===== src/hdl/qss_pkg.sv =====
// ----------------------------------------------------------------------------
// qss_pkg
// Shared types and constants for the sorter's cells and its control.
// ----------------------------------------------------------------------------
`default_nettype none

package qss_pkg;

	localparam int unsigned DATA_W = 32;

	typedef logic signed [DATA_W-1:0] data_t;

	typedef enum logic {
		ST_LOAD,
		ST_EMIT
	} state_t;

	typedef struct packed {
		logic ins;
		logic pop;
	} cell_ctrl_t;

endpackage

`default_nettype wire


===== src/hdl/qss_cell.sv =====
// ----------------------------------------------------------------------------
// qss_cell
// One slot of the sorting chain: holds one element, takes part in ordered
// insertion and shifts toward the head while the set is read out.
// ----------------------------------------------------------------------------
`default_nettype none

module qss_cell (
	input  wire logic                clk,
	input  wire logic                arst_n,
	input  wire qss_pkg::cell_ctrl_t ctrl,
	input  wire logic                occupied,
	input  wire qss_pkg::data_t      in_value,
	input  wire qss_pkg::data_t      prev_value,
	input  wire logic                prev_lt,
	input  wire qss_pkg::data_t      next_value,
	output qss_pkg::data_t           value,
	output logic                     lt
);

	qss_pkg::data_t value_q;

	assign lt    = !occupied || (in_value < value_q);
	assign value = value_q;

	always_ff @(posedge clk or negedge arst_n) begin
		if (!arst_n) begin
			value_q <= '0;
		end else if (ctrl.ins && lt) begin
			value_q <= prev_lt ? prev_value : in_value;
		end else if (ctrl.pop) begin
			value_q <= next_value;
		end
	end

endmodule

`default_nettype wire


===== config.mk =====
export PLATFORM = sky130hd
export DESIGN_NAME = qss_cell
export DESIGN_NICKNAME = d
export VERILOG_FILES = /design/src/hdl/qss_pkg.sv /design/src/hdl/qss_cell.sv
export SDC_FILE = /design/constraint.sdc
export NUM_CORES = 1
export LEC_CHECK = 0
export CAP_MARGIN = 20
export CORE_MARGIN = 3
export CORE_UTILIZATION = 37
export DETAILED_ROUTE_END_ITERATION = 7
export DONT_BUFFER_PORTS = 1
export SETUP_SLACK_MARGIN = 0.15
export SYNTH_ARGS = -nofsm -noshare
export SYNTH_HDL_FRONTEND = slang
export SYNTH_SLANG_ARGS = --single-unit

===== constraint.sdc =====
create_clock -name clk -period 4.9 [get_ports clk]
set_input_delay 0.49 -clock clk [delete_from_list [all_inputs] [get_ports clk]]
set_output_delay 0.49 -clock clk [all_outputs]
set_load 0.02 [all_outputs]

# --- Word-level counts from Yosys, hierarchy flattened ---
# Index checks and enable logic that the tools add are counted.
word_totals:
  out_inout_bits: 33
  register_bits: 32
  inputBits: 102
  wordCells: 9
classes:
  muxes: 3
  order_cmp: 1
  reduce_logical: 4
ops:
  columns: ["op", "count"]
  rows:
  - ["$mux W32", 3]
  - ["$lt A32 B32 Y1", 1]
  - ["$reduce_bool A2 Y1", 1]
  - ["$logic_and A1 B1 Y1", 1]
  - ["$logic_not A1 Y1", 1]
  - ["$logic_or A1 B1 Y1", 1]

# --- Logic depth before layout (Yosys ltp) ---
logic_depth:
  ltp_word: 4
  mapped_depth: 9
  ltp_nobuf: 8

# --- Worst setup path before layout ---
# OpenSTA, ideal clock, no wires.
synth_path:
  kind: "register to output"
  startpoint: "register value_q[31] (netlist: value[31])"
  endpoint: "output lt"
  required_time_ns: 4.410
  setup_slack_ns: 2.187
  path_buffers: 0
  arrival_ns: 2.223
  stages_incl_launch_ff: 9
  cell_sequence: "dfrtp_1 > inv_1 > ha_1 > nand4_2 > or4_4 > nor2_2 > o2bb2ai_2 > nor3_1 > o21ai_1"
synth_between:
  elab_chain_len: 2
synth_lines:
  columns: ["element", "line", "rtl"]
  rows:
  - ["start: declaration", "qss_cell.sv:21", "qss_pkg::data_t value_q;"]
  - ["start signal: assignment", "qss_cell.sv:30", "value_q <= prev_lt ? prev_value : in_value;"]
  - ["start signal: assignment", "qss_cell.sv:32", "value_q <= next_value;"]
  - ["$lt A32 B32 Y1", "qss_cell.sv:23", "assign lt = !occupied || (in_value < value_q);"]
  - ["$logic_or A1 B1 Y1", "qss_cell.sv:23", null]
  - ["end: declaration", "qss_cell.sv:18", "output logic lt"]
# No other way between the ends.

# --- Final worst setup path ---
# Same ends and word-level chain as after synthesis.

==> summary.md <==
| Metric | Value |
|---|---|
| Status | `finished, final reports clean` |
| Final antenna-violating net count | `0` |
| Total CTS buffers | `5` |
| Number of global-route vias before repair | `2017` |
| Post-layout util | `0.413` |
| Initial antenna violation count | `0` |
| Max Root-Sink Buffers | `2` |
| Flip-flop and latch area | `801 um2` |
| Leak | `1.48 nW` |
| Most frequent cells in the layout | `mux2i_1, inv_1, dfrtp_1, ha_1, a21oi_1` |
| Dpl hpwl | `4.97 mm` |
| DR vias/cell | `5.39` |
| CP arrival | `2.70 ns` |
| Crit-path max FO | `6` |
| Final Skew | `0.00694 ns` |
| Cell chain of the critical path | `inv_1 -> ha_1 -> nand4_2 -> or4_4 -> nor2_2 -> o2bb2ai_2 -> nor3_1 -> o21ai_1` |
| Hold Crit Class | `input port to asynchronous set/reset pin` |
| CTS tree | `yes` |
| Synthesis Warnings | `0` |
| Fill cells | `704` |
| DR DRC count | `0` |
| Post-Syn Instances | `259` |
| Layout cells sized above 1 | `0.0508` |
| Final Hold Fails | `0` |
| Die Area | `8330 um2` |
| Area of the multi-input gates | `1700 um2` |
| Largest net degree at the start of global routing | `33` |
| Crit. End Element | `output pin` |
| Initial core utilization | `0.389` |
| Fin area | `2850 um2` |
| N_diodes | `0` |
| Final slew viol count | `0` |
| Largest register FFs | `32` |
| Pwr Density | `399 nW/um2` |
| Synthesized net count | `392` |
| Worst-margin pin slew | `0.530 ns` |
| Placer's final routability congestion estimate | `0.768` |
| Max Cap Viol | `0` |
| Initial DRC Count | `40` |
| Sequential-to-total area share from yosys stat | `0.298` |
| Commonest non-fill, non-tap cell in the layout | `mux2i_1` |
| IO Pins | `135` |
| VDD IR max | `0.000158 V` |
| P&R area growth vs syn | `5.95%` |
| Flops & latches, synth | `32` |
| Max Fclk | `0.313 GHz` |
| Final net count | `391` |
| Number of synthesized flops with an enable pin | `0` |
| Post-synth cell types | `27` |
| CP max-delay cell | `or4_4` |
| Top cell type's share of synthesized area | `0.357` |
| H-tree Lvls | `2` |
| Worst relative slew slack | `0.637` |
| GRT Resource Usage Total | `0.149` |
| Clk pin slew, worst setup/hold paths | `0.07 ns` |
| # hold bufs at CTS | `1` |
| Clk Tree Root Cell | `clkbuf_8` |
| Placed Area | `2760 um2` |
| IO buf count | `0` |
| Routed WL per cell | `17.7 um` |
| Via count | `1899` |
| TritonCTS Sinks | `32` |
| Slowest Stage Delay on Critical Path | `0.57 ns` |
| Mean Syn Cell Area | `10.4 um2` |
| First-pass GRT wire length | `9.85 mm` |
| CP startpoint kind | `flip-flop` |
| Final Critical Period | `3.19 ns` |
| Cell taking the most area after synthesis | `mux2i_1` |
| Post-CTS setup buffer count | `0` |
| GRT overflow | `0` |
| WP data required | `4.41 ns` |
| FFs w/ async S/R, synth | `1.00` |
| Setup CP Type | `flip-flop to output pin` |
| Clock latency on the worst-skew pair | `0.28 ns` |
| Rows | `30` |
| Final setup violation count | `0` |
| Synth Flop Type | `dfrtp_1` |
| Final worst-path cycle share | `0.652` |
| Die width | `91.3 um` |
| Core area | `6910 um2` |
| Drt first pass iters | `4` |
| Synth area leaders | `mux2i_1, dfrtp_1, ha_1` |
| Cells resized by post-CTS repair | `0` |
| Mapped cell area | `2690 um2` |
| RSZ-0062 raised after global routing | `false` |
| Drt total wl | `6.21 mm` |
| TNS Setup | `0 ns` |
| Die Height | `91.3 um` |
==> power by group <==
part	leakage (nW)	internal, mW	switching [mW]
Combinational	1.08	0.207	0.223
Clock	0.0359	0.0915	0.0915
Sequential	0.373	0.344	0.181
Total	1.48	0.642	0.496
==> critical path: cells and delay by family (launching register included) <==
family	cells	cell delay, ns
AND/OR/NAND/NOR	4	0.93
AO/OA/AOI/OAI	2	0.55
flip-flops	1	0.48
adder cells (fa/ha/maj)	1	0.40
buffers and inverters	1	0.07
==> synthesized netlist by cell type, drive strengths merged, types with 2 or more instances <==
library cell	instances
mux2i	96
o21ai	6
o311ai	2
nand2	10
inv	33
buf	3
clkbuf	8
ha	31
nand2b	3
nor2	3
nand3	2
nand4	5
nor3	2
o21a	2
and4	2
a21oi	13
dfrtp	32
==> stage by stage <==
step	power (mW)	instances	hold WS [ns]	worst slack, ns
6_report	1.14	352	0.0452	1.71
5_1_grt	1.24	352	0.0427	1.57
4_1_cts	1.16	352	0.0440	1.66
3_5_place_dp	0.961	346	0.195	1.97
3_3_place_gp	0.947	346	0.195	2.00
2_1_floorplan	0.880	259	0.194	2.19
==> area by class of cell <==
class | count | share of cell area
clock buffer | 5 | 0.0241
inverter | 33 | 0.0435
multi-input combinational | 183 | 0.597
sequential | 32 | 0.281
tap | 96 | 0.0421
timing repair buffer | 3 | 0.0123
==> routing by layer <==
layer / part of all wire / up-vias / wire length (um) / GRT usage
met2: 0.48 / 93 / 2980 / 0.251
met5: 0 / - / 0 / 0
li1: - / 924 / - / -
met4: 0.0085 / 0 / 53 / 0.0415
met1: 0.42 / 877 / 2580 / 0.170
met3: 0.096 / 5 / 596 / 0.0646
==> logic make-up (layout without fill, tap and decap cells) <==
group                    Yosys count  after routing  synth area share
AO/OA/AOI/OAI                     28             28            0.0730
adder cells (fa/ha/maj)           31             31             0.144
AND/OR/NAND/NOR                   28             28            0.0581
multiplexers                      96             96             0.357
flip-flops                        32             32             0.298
buffers and inverters             44             41            0.0698
==> path summary, 6_finish.rpt <==
path,cells after the start,endpoint,slack [ns],start
min in group clk,2,value[13]$_DFFE_PN0P_,0.42,next_value[13]
worst min-delay path,1,value[6]$_DFFE_PN0P_,0.05,arst_n
max in group asynchronous,1,value[25]$_DFFE_PN0P_,4.68,arst_n
worst max-delay path,8,lt,1.71,value[31]$_DFFE_PN0P_
worst max register to register,9,value[15]$_DFFE_PN0P_,2.14,value[21]$_DFFE_PN0P_
worst min register to register,2,value[0]$_DFFE_PN0P_,0.74,value[0]$_DFFE_PN0P_
Note: power is estimated with default switching activity, not from simulation.
